===== config.mk =====
export PLATFORM = sky130hd
export DESIGN_NAME = halton_subpixel_jitter_flat
export DESIGN_NICKNAME = d
export VERILOG_FILES = /design/src/sv/hsj_pkg.sv /design/src/sv/hsj_ifs.sv /design/src/sv/hsj_div.sv /design/src/sv/halton_subpixel_jitter.sv /design/src/flat_wrapper.sv
export SDC_FILE = /design/constraint.sdc
export NUM_CORES = 1
export LEC_CHECK = 0
export ABC_CLOCK_PERIOD_IN_PS = 8500
export BUFFER_PORTS_ARGS = -buffer_cell sky130_fd_sc_hd__buf_2
export CAP_MARGIN = 40
export CORE_MARGIN = 3
export CORE_UTILIZATION = 50
export DETAILED_ROUTE_END_ITERATION = 16
export HOLD_SLACK_MARGIN = 0.02
export PLACE_DENSITY = 0.68
export SLEW_MARGIN = 10
export SYNTH_ARGS = -nofsm -noshare
export SYNTH_HDL_FRONTEND = slang
export SYNTH_HIERARCHICAL = 1
export SYNTH_SLANG_ARGS = --single-unit
export TNS_END_PERCENT = 5

===== constraint.sdc =====
create_clock -name i_clk -period 8.5 [get_ports i_clk]
set_clock_uncertainty 0.15 [all_clocks]
set_input_delay 1.275 -clock i_clk [delete_from_list [all_inputs] [get_ports i_clk]]
set_output_delay 1.275 -clock i_clk [all_outputs]
set_load 0.05 [all_outputs]

===== src/sv/hsj_pkg.sv =====
// Shared types and constants for the Halton subpixel jitter block.
`timescale 1ns / 1ps

package hsj_pkg;

    localparam int FRAME_W    = 64;
    localparam int JIT_W      = 32;
    localparam int SEQ_W      = 7;
    localparam int SIZE_W     = 15;
    localparam int CFG_IDX_W  = 2;
    localparam int CFG_DATA_W = 15;

    localparam logic [CFG_IDX_W-1:0] REG_SEQ_LEN = 2'd0;
    localparam logic [CFG_IDX_W-1:0] REG_WIDTH   = 2'd1;
    localparam logic [CFG_IDX_W-1:0] REG_HEIGHT  = 2'd2;

    localparam logic [SEQ_W-1:0]  SEQ_LEN_RST = 7'd8;
    localparam logic [SIZE_W-1:0] WIDTH_RST   = 15'd1920;
    localparam logic [SIZE_W-1:0] HEIGHT_RST  = 15'd1080;

    localparam int MAX_SEQUENCE_DEF  = 64;
    localparam int FRACTION_BITS_DEF = 30;

    // Reciprocal of three for the base-3 digit step.
    localparam int RECIP3       = 21846;
    localparam int RECIP3_SHIFT = 16;

    localparam int DIV_NUMW  = 64;
    localparam int DIV_STEPW = 7;

    typedef struct packed {
        logic                 start;
        logic [DIV_STEPW-1:0] steps;
    } t_div_req;

endpackage


===== src/sv/hsj_ifs.sv =====
// Valid/ready channel interfaces for frame numbers and jitter pairs.
`timescale 1ns / 1ps

interface hsj_in_if;
    import hsj_pkg::*;
    logic               valid;
    logic               ready;
    logic [FRAME_W-1:0] frame_number;
    modport source (output valid, output frame_number, input ready);
    modport sink (input valid, input frame_number, output ready);
endinterface

interface hsj_out_if;
    import hsj_pkg::*;
    logic                    valid;
    logic                    ready;
    logic signed [JIT_W-1:0] jitter_x;
    logic signed [JIT_W-1:0] jitter_y;
    modport source (output valid, output jitter_x, output jitter_y, input ready);
    modport sink (input valid, input jitter_x, input jitter_y, output ready);
endinterface


===== src/sv/hsj_div.sv =====
// Iterative restoring divider shared by the modulo and the jitter divisions.
`timescale 1ns / 1ps

module hsj_div #(
    parameter int DVW = 25
) (
    input  logic                          i_clk,
    input  logic                          i_rst_n,
    input  hsj_pkg::t_div_req             i_req,
    input  logic [hsj_pkg::DIV_NUMW-1:0]  i_num,
    input  logic [DVW-1:0]                i_den,
    output logic                          o_done,
    output logic [hsj_pkg::DIV_NUMW-1:0]  o_quo,
    output logic [DVW-1:0]                o_rem
);
    import hsj_pkg::*;

    logic                 r_busy;
    logic                 r_done;
    logic [DIV_STEPW-1:0] r_cnt;
    logic [DIV_NUMW-1:0]  r_quo;
    logic [DVW-1:0]       r_rem;
    logic [DVW-1:0]       r_den;

    logic [DVW:0]         shifted;
    logic                 ge;
    logic [DVW:0]         diff;
    logic [DVW-1:0]       n_rem;
    logic [DIV_NUMW-1:0]  n_quo;

    always_comb begin
        shifted = {r_rem, r_quo[DIV_NUMW-1]};
        ge      = shifted >= {1'b0, r_den};
        diff    = shifted - {1'b0, r_den};
        n_rem   = ge ? diff[DVW-1:0] : shifted[DVW-1:0];
        n_quo   = {r_quo[DIV_NUMW-2:0], ge};
    end

    always_ff @(posedge i_clk) begin
        if (!i_rst_n) begin
            r_busy <= 1'b0;
            r_done <= 1'b0;
            r_cnt  <= '0;
        end else begin
            if (i_req.start) begin
                r_busy <= 1'b1;
                r_done <= 1'b0;
                r_cnt  <= i_req.steps;
            end else if (r_busy) begin
                r_cnt  <= r_cnt - DIV_STEPW'(1);
                r_busy <= (r_cnt != DIV_STEPW'(1));
                r_done <= (r_cnt == DIV_STEPW'(1));
            end else begin
                r_done <= 1'b0;
            end
        end
    end

    always_ff @(posedge i_clk) begin
        if (i_req.start) begin
            r_quo <= i_num;
            r_rem <= '0;
            r_den <= i_den;
        end else if (r_busy) begin
            r_quo <= n_quo;
            r_rem <= n_rem;
        end
    end

    assign o_done = r_done;
    assign o_quo  = r_quo;
    assign o_rem  = r_rem;

endmodule


===== src/sv/halton_subpixel_jitter.sv =====
// Top level: Halton base-2/base-3 subpixel jitter with a shared iterative divider.
// Results pass through the shared restoring divider, which is skipped when the jitter is forced to zero.
// A new frame number is taken only in the idle state, so one frame is processed at a time;
// a result not yet taken holds the block. Synchronous reset loads the register defaults.
`timescale 1ns / 1ps

module halton_subpixel_jitter #(
    parameter int MAX_SEQUENCE  = hsj_pkg::MAX_SEQUENCE_DEF,
    parameter int FRACTION_BITS = hsj_pkg::FRACTION_BITS_DEF
) (
    input  logic                           i_clk,
    input  logic                           i_rst_n,
    input  logic                           i_cfg_we,
    input  logic [hsj_pkg::CFG_IDX_W-1:0]  i_cfg_idx,
    input  logic [hsj_pkg::CFG_DATA_W-1:0] i_cfg_data,
    hsj_in_if.sink                         i_in,
    hsj_out_if.source                      o_out
);
    import hsj_pkg::*;

    localparam int NB    = $clog2(MAX_SEQUENCE + 1);
    localparam int CW    = (NB > SEQ_W) ? NB : SEQ_W;
    localparam int DENW  = NB + 2;
    localparam int PRODW = DENW + SIZE_W;
    localparam int DVW   = PRODW + 1;
    localparam int NUMD  = DENW + FRACTION_BITS + 2;
    localparam int P3W   = NB + 15;

    localparam logic [DIV_NUMW-1:0] POS_LIM = DIV_NUMW'(64'h7FFF_FFFF);
    localparam logic [DIV_NUMW-1:0] NEG_LIM = DIV_NUMW'(64'h8000_0000);

    localparam logic [2:0] S_IDLE = 3'd0;
    localparam logic [2:0] S_MODS = 3'd1;
    localparam logic [2:0] S_MODW = 3'd2;
    localparam logic [2:0] S_RAD  = 3'd3;
    localparam logic [2:0] S_MUL  = 3'd4;
    localparam logic [2:0] S_DIVS = 3'd5;
    localparam logic [2:0] S_DIVW = 3'd6;
    localparam logic [2:0] S_FIN  = 3'd7;

    logic [2:0]          r_state;
    logic [SEQ_W-1:0]    r_seq_len;
    logic [SIZE_W-1:0]   r_width;
    logic [SIZE_W-1:0]   r_height;
    logic [FRAME_W-1:0]  r_frame;
    logic [NB-1:0]       r_n2;
    logic [NB-1:0]       r_n3;
    logic [DENW-1:0]     r_a2;
    logic [DENW-1:0]     r_d2;
    logic [DENW-1:0]     r_a3;
    logic [DENW-1:0]     r_d3;
    logic                r_axis;
    logic                r_neg;
    logic [DENW-1:0]     r_mag;
    logic [PRODW-1:0]    r_div;
    logic [JIT_W-1:0]    r_jx;
    logic [JIT_W-1:0]    r_jy;
    logic                r_out_valid;
    logic [JIT_W-1:0]    r_out_x;
    logic [JIT_W-1:0]    r_out_y;

    logic [CW-1:0]       seq_ext;
    logic [CW-1:0]       len_eff;
    logic                zero_case;
    logic [P3W-1:0]      p3;
    logic [NB-1:0]       q3;
    logic [NB-1:0]       three_q;
    logic [NB-1:0]       digit_full;
    logic [DENW-1:0]     sel_a;
    logic [DENW-1:0]     sel_d;
    logic [SIZE_W-1:0]   sel_size;
    logic [DENW:0]       twice;
    logic                neg_now;
    logic [DENW:0]       mag_full;
    logic [NUMD-1:0]     numd;
    logic [DIV_NUMW-1:0] capped;
    logic [JIT_W-1:0]    jit;

    t_div_req             div_req;
    logic [DIV_NUMW-1:0]  div_num;
    logic [DVW-1:0]       div_den;
    logic                 div_done;
    logic [DIV_NUMW-1:0]  div_quo;
    logic [DVW-1:0]       div_rem;

    always_comb begin
        seq_ext   = CW'(r_seq_len);
        len_eff   = (seq_ext > CW'(MAX_SEQUENCE)) ? CW'(MAX_SEQUENCE) : seq_ext;
        zero_case = (r_seq_len < SEQ_W'(2)) || (r_width == '0) || (r_height == '0);

        p3         = P3W'(r_n3) * P3W'(RECIP3);
        q3         = NB'(p3 >> RECIP3_SHIFT);
        three_q    = NB'({q3, 1'b0}) + q3;
        digit_full = r_n3 - three_q;

        sel_a    = r_axis ? r_a3 : r_a2;
        sel_d    = r_axis ? r_d3 : r_d2;
        sel_size = r_axis ? r_height : r_width;
        twice    = {sel_a, 1'b0};
        neg_now  = twice < {1'b0, sel_d};
        mag_full = neg_now ? ({1'b0, sel_d} - twice) : (twice - {1'b0, sel_d});

        numd = (NUMD'(r_mag) << (FRACTION_BITS + 1)) + NUMD'(r_div);

        div_req.start = (r_state == S_MODS) || (r_state == S_DIVS);
        if (r_state == S_MODS) begin
            div_req.steps = DIV_STEPW'(DIV_NUMW);
            div_num       = r_frame;
            div_den       = DVW'(len_eff);
        end else begin
            div_req.steps = DIV_STEPW'(NUMD);
            div_num       = DIV_NUMW'(numd) << (DIV_NUMW - NUMD);
            div_den       = {r_div, 1'b0};
        end

        if (r_neg) begin
            capped = (div_quo > NEG_LIM) ? NEG_LIM : div_quo;
            jit    = JIT_W'(DIV_NUMW'(0) - capped);
        end else begin
            capped = (div_quo > POS_LIM) ? POS_LIM : div_quo;
            jit    = JIT_W'(capped);
        end
    end

    hsj_div #(
        .DVW (DVW)
    ) u_div (
        .i_clk   (i_clk),
        .i_rst_n (i_rst_n),
        .i_req   (div_req),
        .i_num   (div_num),
        .i_den   (div_den),
        .o_done  (div_done),
        .o_quo   (div_quo),
        .o_rem   (div_rem)
    );

    always_ff @(posedge i_clk) begin
        if (!i_rst_n) begin
            r_seq_len <= SEQ_LEN_RST;
            r_width   <= WIDTH_RST;
            r_height  <= HEIGHT_RST;
        end else if (i_cfg_we) begin
            case (i_cfg_idx)
                REG_SEQ_LEN: r_seq_len <= i_cfg_data[SEQ_W-1:0];
                REG_WIDTH:   r_width   <= i_cfg_data[SIZE_W-1:0];
                REG_HEIGHT:  r_height  <= i_cfg_data[SIZE_W-1:0];
                default: ;
            endcase
        end
    end

    always_ff @(posedge i_clk) begin
        if (!i_rst_n) begin
            r_state     <= S_IDLE;
            r_out_valid <= 1'b0;
            r_axis      <= 1'b0;
        end else begin
            if (r_state == S_FIN && (!r_out_valid || o_out.ready)) begin
                r_out_valid <= 1'b1;
            end else if (o_out.ready) begin
                r_out_valid <= 1'b0;
            end
            case (r_state)
                S_IDLE: begin
                    if (i_in.valid) begin
                        r_state <= zero_case ? S_FIN : S_MODS;
                    end
                end
                S_MODS: r_state <= S_MODW;
                S_MODW: begin
                    if (div_done) begin
                        r_state <= S_RAD;
                    end
                end
                S_RAD: begin
                    if (r_n2 == '0 && r_n3 == '0) begin
                        r_axis  <= 1'b0;
                        r_state <= S_MUL;
                    end
                end
                S_MUL:  r_state <= S_DIVS;
                S_DIVS: r_state <= S_DIVW;
                S_DIVW: begin
                    if (div_done) begin
                        r_axis  <= 1'b1;
                        r_state <= r_axis ? S_FIN : S_MUL;
                    end
                end
                S_FIN: begin
                    if (!r_out_valid || o_out.ready) begin
                        r_state <= S_IDLE;
                    end
                end
                default: r_state <= S_IDLE;
            endcase
        end
    end

    always_ff @(posedge i_clk) begin
        case (r_state)
            S_IDLE: begin
                r_frame <= i_in.frame_number;
                r_jx    <= '0;
                r_jy    <= '0;
            end
            S_MODW: begin
                r_n2 <= NB'(div_rem) + NB'(1);
                r_n3 <= NB'(div_rem) + NB'(1);
                r_a2 <= '0;
                r_d2 <= DENW'(1);
                r_a3 <= '0;
                r_d3 <= DENW'(1);
            end
            S_RAD: begin
                if (r_n2 != '0) begin
                    r_a2 <= {r_a2[DENW-2:0], r_n2[0]};
                    r_d2 <= {r_d2[DENW-2:0], 1'b0};
                    r_n2 <= r_n2 >> 1;
                end
                if (r_n3 != '0) begin
                    r_a3 <= {r_a3[DENW-2:0], 1'b0} + r_a3 + DENW'(digit_full[1:0]);
                    r_d3 <= {r_d3[DENW-2:0], 1'b0} + r_d3;
                    r_n3 <= q3;
                end
            end
            S_MUL: begin
                r_div <= PRODW'(sel_d) * PRODW'(sel_size);
                r_neg <= neg_now;
                r_mag <= mag_full[DENW-1:0];
            end
            S_DIVW: begin
                if (div_done) begin
                    if (r_axis) begin
                        r_jy <= jit;
                    end else begin
                        r_jx <= jit;
                    end
                end
            end
            S_FIN: begin
                if (!r_out_valid || o_out.ready) begin
                    r_out_x <= r_jx;
                    r_out_y <= r_jy;
                end
            end
            default: ;
        endcase
    end

    assign i_in.ready     = (r_state == S_IDLE);
    assign o_out.valid    = r_out_valid;
    assign o_out.jitter_x = signed'(r_out_x);
    assign o_out.jitter_y = signed'(r_out_y);

endmodule


===== src/flat_wrapper.sv =====
// flat-port wrapper written by rule: the top's interface ports become plain ports
module halton_subpixel_jitter_flat import hsj_pkg::*;
#(
    parameter int MAX_SEQUENCE  = hsj_pkg::MAX_SEQUENCE_DEF,
    parameter int FRACTION_BITS = hsj_pkg::FRACTION_BITS_DEF
)
  (i_clk, i_rst_n, i_cfg_we, i_cfg_idx, i_cfg_data, i_in_valid, i_in_frame_number, i_in_ready, o_out_valid, o_out_jitter_x, o_out_jitter_y, o_out_ready);
  hsj_in_if i_in_i ();
  hsj_out_if o_out_i ();
  input  logic i_clk;
  input  logic i_rst_n;
  input  logic i_cfg_we;
  input  logic [hsj_pkg::CFG_IDX_W-1:0] i_cfg_idx;
  input  logic [hsj_pkg::CFG_DATA_W-1:0] i_cfg_data;
  input wire logic [$bits(i_in_i.valid)-1:0] i_in_valid;
  input wire logic [$bits(i_in_i.frame_number)-1:0] i_in_frame_number;
  output wire logic [$bits(i_in_i.ready)-1:0] i_in_ready;
  output wire logic [$bits(o_out_i.valid)-1:0] o_out_valid;
  output wire logic [$bits(o_out_i.jitter_x)-1:0] o_out_jitter_x;
  output wire logic [$bits(o_out_i.jitter_y)-1:0] o_out_jitter_y;
  input wire logic [$bits(o_out_i.ready)-1:0] o_out_ready;
  assign i_in_i.valid = i_in_valid;
  assign i_in_i.frame_number = i_in_frame_number;
  assign i_in_ready = i_in_i.ready;
  assign o_out_valid = o_out_i.valid;
  assign o_out_jitter_x = o_out_i.jitter_x;
  assign o_out_jitter_y = o_out_i.jitter_y;
  assign o_out_i.ready = o_out_ready;
  halton_subpixel_jitter #(.MAX_SEQUENCE(MAX_SEQUENCE), .FRACTION_BITS(FRACTION_BITS)) u_core (.i_clk(i_clk), .i_rst_n(i_rst_n), .i_cfg_we(i_cfg_we), .i_cfg_idx(i_cfg_idx), .i_cfg_data(i_cfg_data), .i_in(i_in_i), .o_out(o_out_i));
endmodule

Word-level counts from Yosys, hierarchy flattened --
Index checks and enable logic that the tools add are counted.
Cells by class: bitwise operators 3, magnitude comparators 6, $add $sub $neg 12, multipliers 2, mux-type cells 49, reduce and logical (&&, ||, !) cells 32, equal/unequal tests 20
Operators by type and width (number):
- 32-bit two-way mux | 7
- 64-bit two-way mux | 3
- 32-bit case mux with 2 select lines | 2
- 9-bit case mux with 2 select lines | 4
- 64-bit by 31-bit greater-than comparator with 1-bit output (second input constant) | 1
- 64-bit by 32-bit greater-than comparator with 1-bit output (second input constant) | 1
- 9-bit two-way mux | 7
- 7-bit two-way mux | 7
- 40-bit by 24-bit adder with 41-bit output | 1
- 1-bit by 32-bit subtractor with 32-bit output (first input constant) | 1
- 15-bit zero test | 2
- 7-bit case mux with 2 select lines | 2
- 26-bit by 25-bit >= comparator with 1-bit output | 1
- 25-bit two-way mux | 1
- 25-bit subtractor | 1
- 9-bit by 15-bit multiplier with 24-bit output | 1
- 3-bit case mux with 8 select lines | 1
- 7-bit by 14-bit multiplier with 21-bit output (second input constant) | 1
- 9-bit adder | 2
- 3-bit two-way mux | 6
- 9-bit subtractor | 2
- 15-bit two-way mux | 1
- 7-bit zero test | 2
- 7-bit nonzero test | 2
- 32 further kinds | 65
Word-level totals: input port bits 86, output and inout bits 66, register bits 441, word-level logic and storage cells 152

Logic depth before layout (Yosys ltp) --
Gate-level depths: netlist of run 1.
depth after elaboration 7, gate-level depth with buffers 30, depth with buffers taken out 30

By module --
Netlist of run 1, hierarchy kept.
Modules (own cells, without submodules):
- halton_subpixel_jitter | times used 1, area each 19204.7 µm², seq. area each 9098.7 µm², cells each 1736
- hsj_div | times used 1, area each 6424.9 µm², seq. area each 3353.2 µm², cells each 558

Worst setup path after synthesis of run 1 --
OpenSTA, ideal clock, no wires.
path type register to register, start point register u_core.r_state[1], end point register u_core.r_jx[0], enable pin, slack 1905 ps, library setup time 432 ps, cell stages (with the launch flop) 6, arrival time 6013 ps, clock period less this slack 6595 ps, buffers on the path 1, required time 7918 ps, cells stage by stage dfxtp_1 clkbuf_1 or2_2 nor2_1 nor2_1 a21oi_1
On the way: longest elaborated chain between the ends 3, elaborated cells between the ends (all ways) 6, those cells by class eq/ne: 3; reduce/logical: 3
Ends and longest elaborated chain:
- start: declaration | line halton_subpixel_jitter.sv:41 | logic [2:0] r_state;
- start signal: assignment | line halton_subpixel_jitter.sv:167 | r_state <= zero_case ? S_FIN : S_MODS;
- start signal: assignment | line halton_subpixel_jitter.sv:187 | r_state <= r_axis ? S_FIN : S_MUL;
- 3-bit zero test
- via i_in_ready | line flat_wrapper.sv:17 | output wire logic [$bits(i_in_i.ready)-1:0] i_in_ready;
- 2-bit nonzero test (no source line)
- 3-bit AND reduction (no source line)
- end signal: assignment | line halton_subpixel_jitter.sv:237 | r_jx <= jit;
- end: declaration | line halton_subpixel_jitter.sv:56 | logic [JIT_W-1:0] r_jx;
The timed path passes the listed nets, and every way through them passes these cells. A chain may end at the register's enable or synchronous reset.

Worst setup path in the final report of run 1 --
start point register u_core.r_n3[1], end point register u_core.r_a3[8], data pin
On the way: longest elaborated chain between the ends 6
Ends and longest elaborated chain:
- start: declaration | line halton_subpixel_jitter.sv:47 | logic [NB-1:0] r_n3;
- start signal: assignment | line halton_subpixel_jitter.sv:209 | r_n3 <= NB'(div_rem) + NB'(1);
- start signal: assignment | line halton_subpixel_jitter.sv:224 | r_n3 <= q3;
- 7-bit by 14-bit multiplier with 21-bit output | line halton_subpixel_jitter.sv:91 | p3 = P3W'(r_n3) * P3W'(RECIP3);
- 2-bit adder | line halton_subpixel_jitter.sv:93 | three_q = NB'({q3, 1'b0}) + q3;
- 2-bit subtractor (*) | line halton_subpixel_jitter.sv:94 | digit_full = r_n3 - three_q;
- 9-bit by 2-bit adder with 9-bit output (*) | line halton_subpixel_jitter.sv:222 | r_a3 <= {r_a3[DENW-2:0], 1'b0} + r_a3 + DENW'(digit_full[1:0]);
- 9-bit two-way mux (*) | line halton_subpixel_jitter.sv:221 | if (r_n3 != '0) begin
- 9-bit case mux with 2 select lines (*) | line halton_subpixel_jitter.sv:201 | case (r_state)
- end signal: assignment | line halton_subpixel_jitter.sv:222
- end: declaration | line halton_subpixel_jitter.sv:50 | logic [DENW-1:0] r_a3;
Mark *: on every way between the ends. The rest lies on a longest branch, timed or not. The select of a mux whose other input is x is not followed.

==> results of run 1 <==
[power breakdown]
group / switching, W / internal (W) / total [W] / leakage, nW
logic: 0.00385 / 0.00275 / 0.00661 / 6.94
registers: 0.000506 / 0.00352 / 0.00403 / 4.13
clock network: 0.000866 / 0.00118 / 0.00205 / 0.754
total: 0.00523 / 0.00745 / 0.0127 / 11.8
[registers in the layout (all words and copies together), names as in the netlist, 25 cells and up]
register and cells:
u_core/r_frame 64, u_core/u_div/o_quo 64, u_core/o_out.jitter_x 32, u_core/o_out.jitter_y 32
u_core/r_jx 32, u_core/r_jy 32, u_core/u_div/o_rem 25, u_core/u_div/r_den 25
[Yosys cell counts (9+ instances only)]
cell / n
nor2b_1: 44
nand3_1: 37
nor4_1: 23
a31oi_1: 23
dfxtp_1: 76
o21a_1: 17
fa_1: 109
clkbuf_1: 62
mux2_2: 85
xnor2_1: 44
mux2i_1: 39
a21o_1: 38
o21ai_0: 71
edfxtp_1: 364
nand2_1: 303
buf_1: 9
a211oi_1: 32
nand2b_1: 12
and2_1: 71
ha_1: 153
nor3_1: 39
nand4_1: 9
a21boi_0: 24
or3_1: 14
xor2_1: 28
a21oi_1: 95
inv_1: 184
and3_1: 9
nor2_1: 155
[logic make-up (layout without fill, tap and decap cells)]
group | Yosys count | count (layout) | synth area share
AO/OA/AOI/OAI | 364 | 364 | 0.0931
XOR/XNOR | 72 | 72 | 0.0246
adder cells (fa/ha/maj) | 262 | 262 | 0.160
buffers and inverters | 268 | 450 | 0.0406
flip-flops | 440 | 440 | 0.486
multiplexers | 124 | 124 | 0.0526
other | 1 | 3 | 0.000146
AND/OR/NAND/NOR | 763 | 763 | 0.143
[through the flow]
stage | utilization | setup slack, ns | cell area, µm² | cells | hold WS [ns]
detailed placement | 0.540 | 1.67 | 27200 | 3065 | 0.255
finish | 0.571 | 1.70 | 28800 | 3150 | 0.263
floorplan | - | 1.91 | 25600 | 2296 | 0.250
global route | 0.571 | 1.17 | 28800 | 3150 | 0.267
CTS | 0.571 | 1.64 | 28800 | 3150 | 0.265
global placement | 0.538 | 1.80 | 27100 | 3059 | 0.252
[layout make-up]
cell class | count | share of cell area
flip-flops and latches | 440 | 0.433
multi-input cells | 1588 | 0.424
clock buffers | 53 | 0.0420
repair buffers | 179 | 0.0360
well taps | 672 | 0.0292
inverters | 186 | 0.0243
clock inverters | 32 | 0.0120
[layer usage]
| layer | global-route usage | share of wire | vias up |
|---|---|---|---|
| li1 | - | - | 8389 |
| met5 | 0 | 0.00015 | - |
| met4 | 0.0567 | 0.023 | 2 |
| met3 | 0.0333 | 0.056 | 86 |
| met2 | 0.366 | 0.47 | 513 |
| met1 | 0.316 | 0.45 | 8652 |
[critical path, cell delays in order, from the launching register on]
cell and delay, ns:
edfxtp_1 0.48, ha_1 0.42, fa_1 0.38, inv_1 0.08
fa_1 0.41, inv_1 0.15, fa_1 0.43, ha_1 0.29
nand2_1 0.06, or3_1 0.37, o21ai_0 0.54, xor2_1 0.25
ha_1 0.19, xor2_1 0.20, xnor2_1 0.16, xnor2_1 0.10
fa_1 0.49, inv_1 0.05, ha_1 0.20, a21o_1 0.15
a21oi_1 0.24, o21bai_1 0.09, a21oi_1 0.23, o21bai_1 0.09
a21oi_1 0.17, xnor2_1 0.13, nor2_1 0.05
[worst max path at each step]
stage                      start              to  slack, ns  cells past startpoint
4_1_cts           u_core/r_n3[1]  u_core/r_a3[8]       1.64                     26
6_report          u_core/r_n3[1]  u_core/r_a3[8]       1.70                     26
2_1_floorplan  u_core/r_state[1]  u_core/r_jx[0]       1.91                      5
3_3_place_gp      u_core/r_n3[1]  u_core/r_a3[7]       1.80                     28
5_1_grt           u_core/r_n3[1]  u_core/r_a3[7]       1.17                     28
3_5_place_dp      u_core/r_n3[1]  u_core/r_a3[8]       1.67                     26
==> summary.md, run 1 <==
| Metric | Value |
|---|---|
| Run status | `finished clean` |
| Number of instances in the synthesized netlist | `2294` |
| Number of clock sinks | `440` |
| Kind of critical path | `flip-flop to flip-flop` |
| Filler cells | `4242` |
| Area taken by multi-input logic gates | `12200 µm²` |
| Final min period | `6.80 ns` |
| Count of warnings emitted by yosys | `6` |
| Worst min path class | `flip-flop to flip-flop` |
| Kind of end point of the critical path | `flip-flop` |
| Residual overflow from global routing | `0` |
| Total Wirelength | `59900 µm` |
| Floorplan core area | `50400 µm²` |
| Maximum number of pins on one net before global-route repair | `76` |
| Residual antenna-violating net count after detailed routing | `0` |
| Clock root buffer | `clkbuf_16` |
| Die Span X | `232 µm` |
| Worst voltage drop across the vdd grid | `0.451 mV` |
| Worst Path Arrival | `7.01 ns` |
| Transition time at the pin with the least slew margin | `0.828 ns` |
| Number of gates resized after cts | `0` |
| Top flip-flop cell by instance count after synthesis | `edfxtp_1` |
| Final setup violation count | `0` |
| Power consumption | `0.0127 W` |
| Share of final-layout standard cells stronger than drive strength 1 | `0.149` |
| Highest attainable clock frequency | `0.147 GHz` |
| Worst-case headroom to the max-slew limit | `0.447` |
| Critical path launch point type | `flip-flop` |
| TritonCTS buffer count | `46` |
| RePlAce Congestion | `0.904` |
| TritonCTS clock tree | `done` |
| Share of the cycle needed by the critical path after routing | `0.800` |
| Leading cell types in the layout, fill and taps excluded | `364 x edfxtp_1, 303 x nand2_1, 181 x inv_1` |
| Sequential cell area | `12500 µm²` |
| Area overhead of the layout relative to synthesis | `12.3%` |
| Number of hold buffers added after CTS | `0` |
| All-Layer GR Usage | `0.224` |
| Fraction of registers with async set/reset | `0` |
| Detailed placement HPWL | `44400 µm` |
| Buffer depth of the longest clock path | `3` |
| Initial DRC Count | `1367` |
| Setup repair after global routing missed its margin | `false` |
| Biggest area contributors in the synthesized netlist | `edfxtp_1 43%, fa_1 8.5%, ha_1 7.5%, dfxtp_1 5.9%, nand2_1 4.4%` |
| Clock insertion delay at the later pin of the skew report | `0.59 ns` |
| Vias after detailed routing | `17600` |
| Hold Crit Start | `u_core/r_jy[20]` |
| Worst-path fanout max | `5` |
| Mean instance size in the synthesized netlist | `11.2 µm²` |
| Sequential-to-total area share from yosys stat | `0.486` |
| Floorplan die height | `232 µm` |
| Synthesized cell area | `25600 µm²` |
| Post-CTS Repair Setup Buffers | `0` |
| Via count of the first global-routing pass | `17400` |
| Worst-path clk slew | `0.07 ns` |
| EDFF count, synth | `364` |
| Number of antenna cells inserted | `0` |
| Initial antenna violation count | `1` |
| Worst hold path cell count | `0` |
| Worst-case register-to-register setup slack | `1.70 ns` |
| Cell depth of the worst flop-to-flop path | `26` |
| Total of flip-flops plus latches after synthesis | `440` |
| Endpoint required time on the critical path | `8.70 ns` |
| Most common cell after layout, fill and taps aside | `edfxtp_1` |
| Effective utilization at floorplan | `0.509` |
| Count of H-tree levels built during CTS | `2` |
| Boundary pin count | `152` |
| First-pass iteration count of the detailed router | `7` |
| Vias per inst | `5.60` |
| Capturing point of the worst reg2reg path | `u_core/r_a3[8]` |
| Max-cap violation count | `0` |
| Post-layout net count | `2789` |
| Top-area cell type share of the netlist area | `0.426` |
| Leak | `11.8 nW` |
| DRC violation count after routing | `0` |
| Synth area leader | `edfxtp_1` |
| Library cells used by synthesis | `82` |
| Cell Rows | `82` |
| Final count of pins violating max slew | `0` |
| Global-route wire length before repair | `95700 µm` |
| Average detailed-routed wire length per instance | `19.0 µm` |
| Power density normalized to cell area | `441 nW/µm²` |
| Number of input and output port buffers inserted | `151` |
| Die Footprint | `54000 µm²` |
| Summed negative setup slack over all endpoints | `0 ns` |
| Count of final hold-check violations | `0` |
| Crit Reg-Reg Startpoint | `u_core/r_n3[1]` |
| Terminating pin of the worst hold path | `u_core/o_out.jitter_y[20]` |
(Power assumes the default switching activity.)
==> run 2, diff against run 1 <==
ABC_CLOCK_PERIOD_IN_PS = 6500   (was 8500)
clock period = 6.5 ns   (was 8.5 ns; I/O delays follow)
==> summary.md, run 2 (synthesis results as in run 1) <==
| Metric | Value |
|---|---|
| Int Pwr | `0.0103 W (was 0.00745 W)` |
| Vias per inst | `5.58 (was 5.60)` |
| Count of final hold-check violations | `0 (unchanged)` |
| Share of the cycle needed by the critical path after routing | `0.969 (was 0.800)` |
| Post-layout net count | `2810 (was 2789)` |
| Transition time at the pin with the least slew margin | `0.978 ns (was 0.828 ns)` |
| Final min period | `6.30 ns (was 6.80 ns)` |
| Worst Path Arrival | `6.50 ns (was 7.01 ns)` |
| GR peak layer | `met2 (unchanged)` |
| Number of hold buffers added after CTS | `0 (unchanged)` |
| Leading cell types in the layout, fill and taps excluded | `364 x edfxtp_1, 303 x nand2_1, 178 x inv_1 (was 364 x edfxtp_1, 303 x nand2_1, 181 x inv_1)` |
| Cell Rows | `82 (unchanged)` |
| Run status | `finished clean (unchanged)` |
| Die Footprint | `54000 µm² (unchanged)` |
| Global routing usage on met1 | `0.312 (was 0.316)` |
| Effective utilization at floorplan | `0.509 (unchanged)` |
| Leak | `12.0 nW (was 11.8 nW)` |
| Clock root buffer | `clkbuf_16 (unchanged)` |
| First-pass iteration count of the detailed router | `5 (was 7)` |
| Kind of critical path | `flip-flop to flip-flop (unchanged)` |
| TritonCTS buffer count | `47 (was 46)` |
| Min setup slack post-route | `0.199 ns (was 1.70 ns)` |
| Gate power share | `0.543 (was 0.521)` |
| RePlAce Congestion | `0.890 (was 0.904)` |
| Crit Reg-Reg Startpoint | `u_core/r_n3[6] (was u_core/r_n3[1])` |
| Worst-path clk slew | `0.06 ns (was 0.07 ns)` |
| Floorplan core area | `50400 µm² (unchanged)` |
| Sequential cell area | `12500 µm² (unchanged)` |
| Met2 track utilization from global routing | `0.365 (was 0.366)` |
| Largest incremental delay on the critical path | `0.51 ns (was 0.54 ns)` |
| Most common cell after layout, fill and taps aside | `edfxtp_1 (unchanged)` |
| Vias after detailed routing | `17700 (was 17600)` |
| DRC violation count after routing | `0 (unchanged)` |
| Crit path launch | `u_core/r_n3[6] (was u_core/r_n3[1])` |
| Initial DRC Count | `1262 (was 1367)` |
| Final count of pins violating max slew | `0 (unchanged)` |
| Number of clock sinks | `440 (unchanged)` |
| Die Span X | `232 µm (unchanged)` |
| Final std cells w/o fill | `3170 (was 3150)` |
| Global-route wire length before repair | `95300 µm (was 95700 µm)` |
| Boundary pin count | `152 (unchanged)` |
| Max-cap violation count | `0 (unchanged)` |
| Total Wirelength | `59600 µm (was 59900 µm)` |
| GRT met3 Usage | `0.0309 (was 0.0333)` |
| Residual overflow from global routing | `0 (unchanged)` |
| Power density normalized to cell area | `598 nW/µm² (was 441 nW/µm²)` |
| Worst min path class | `flip-flop to flip-flop (unchanged)` |
| Maximum number of pins on one net before global-route repair | `74 (was 76)` |
| Net switching fraction of the power | `0.409 (was 0.412)` |
| TritonCTS clock tree | `done (unchanged)` |
| Worst voltage drop across the vdd grid | `0.584 mV (was 0.451 mV)` |
| Floorplan die height | `232 µm (unchanged)` |
| Number of antenna cells inserted | `0 (unchanged)` |
| Endpoint required time on the critical path | `6.70 ns (was 8.70 ns)` |
| Filler cells | `4195 (was 4242)` |
| All-Layer GR Usage | `0.223 (was 0.224)` |
| Share of final-layout standard cells stronger than drive strength 1 | `0.165 (was 0.149)` |
| Initial antenna violation count | `0 (was 1)` |
| Switching pwr | `0.00712 W (was 0.00523 W)` |
| Worst-path fanout max | `3 (was 5)` |
| Placed cell areas | `27300 µm² (was 27200 µm²)` |
| Average detailed-routed wire length per instance | `18.8 µm (was 19.0 µm)` |
| Buffer depth of the longest clock path | `3 (unchanged)` |
| Worst-case headroom to the max-slew limit | `0.347 (was 0.447)` |
| Critical-path cell with the highest stage delay | `fa_1 (was o21ai_0)` |
| Final setup violation count | `0 (unchanged)` |
| Kind of end point of the critical path | `flip-flop (unchanged)` |
| Place WS | `-0.0949 ns (was 1.67 ns)` |
| Critical path launch point type | `flip-flop (unchanged)` |
| Part of the power in registers | `0.301 (was 0.317)` |
| Area overhead of the layout relative to synthesis | `13.5% (was 12.3%)` |
| Via count of the first global-routing pass | `17800 (was 17400)` |
| Detailed placement HPWL | `43900 µm (was 44400 µm)` |
| Final hold slack | `0.263 ns (about the same)` |
| Total instance count after detailed placement | `3080 (was 3065)` |
| Highest attainable clock frequency | `0.159 GHz (was 0.147 GHz)` |
| Count of H-tree levels built during CTS | `2 (unchanged)` |
| Residual antenna-violating net count after detailed routing | `0 (unchanged)` |
| Number of input and output port buffers inserted | `151 (unchanged)` |
| Area taken by multi-input logic gates | `12300 µm² (was 12200 µm²)` |
| Summed negative setup slack over all endpoints | `0 ns (unchanged)` |
| Clock insertion delay at the later pin of the skew report | `0.60 ns (was 0.59 ns)` |
| Final cell area excluding filler cells | `29100 µm² (was 28800 µm²)` |
| Hold Crit Start | `u_core/r_jy[10] (was u_core/r_jy[20])` |
| Clk network pwr share | `0.156 (was 0.162)` |
[run 2: cell count changes in the layout (fill, tap and decap cells not counted), moves of 3 or more]
cell       delta
buf_4        +18
clkbuf_16     +4
clkinv_1      -3
ha_1          -6
ha_2          +3
ha_4          +3
inv_1         -3
inv_2         +3
o21ai_0       -3
[run 2: final timing paths]
kind	to	slack (ns)	cells past startpoint
setup / recovery	u_core/r_a3[7]	0.20	28
hold / removal	u_core/o_out.jitter_y[10]	0.26	0
setup reg to reg	u_core/r_a3[7]	0.20	28
hold reg to reg	u_core/o_out.jitter_y[10]	0.26	0
[run 2: routing by layer]
metal / vias up / share of wire / wire length, µm
met1: 8724 / 0.44 / 26200
met2: 473 / 0.48 / 28800
met4: 0 / 0.022 / 1300
met3: 86 / 0.055 / 3270
met5: - / 0 / 0
li1: 8407 / - / -
[run 2: what timing repair did]
action,4_1_cts,5_1_grt
pin swaps,0,26
setup endpoints to repair,1,4
gates cloned,0,0
setup buffers,0,5
gates resized for setup,1,27
[run 2: worst max-delay path: cells and delay by family, from the launching register on]
kind                     cells  cell delay [ns]
XOR/XNOR                     5             0.82
flip-flops                   1             0.44
buffers and inverters        4             0.22
adder cells (fa/ha/maj)      9             3.25
AO/OA/AOI/OAI                3             0.31
AND/OR/NAND/NOR              7             0.87
[run 2: stage by stage]
stage	total power (W)	util
2_1_floorplan	0.0117	-
3_3_place_gp	0.0138	0.541
3_5_place_dp	0.0141	0.543
4_1_cts	0.0170	0.574
5_1_grt	0.0189	0.577
6_report	0.0174	0.577
[run 2: final cells by class]
type                       instances  share of cell area
clock buffer                      60              0.0457
inverter                         186              0.0241
multi-input combinational       1588               0.423
clock inverter                    25             0.00912
sequential                       440               0.428
tap                              672              0.0289
timing repair buffer             199              0.0409
[run 2: power groups by stage]
stage	Combinational [W]	Clock [W]	Sequential [W]
floorplan	0.00666	0	0.00506
global route	0.0107	0.00290	0.00534
detailed placement	0.00883	0	0.00527
global placement	0.00855	0	0.00525
CTS	0.00894	0.00279	0.00522
finish	0.00945	0.00271	0.00523
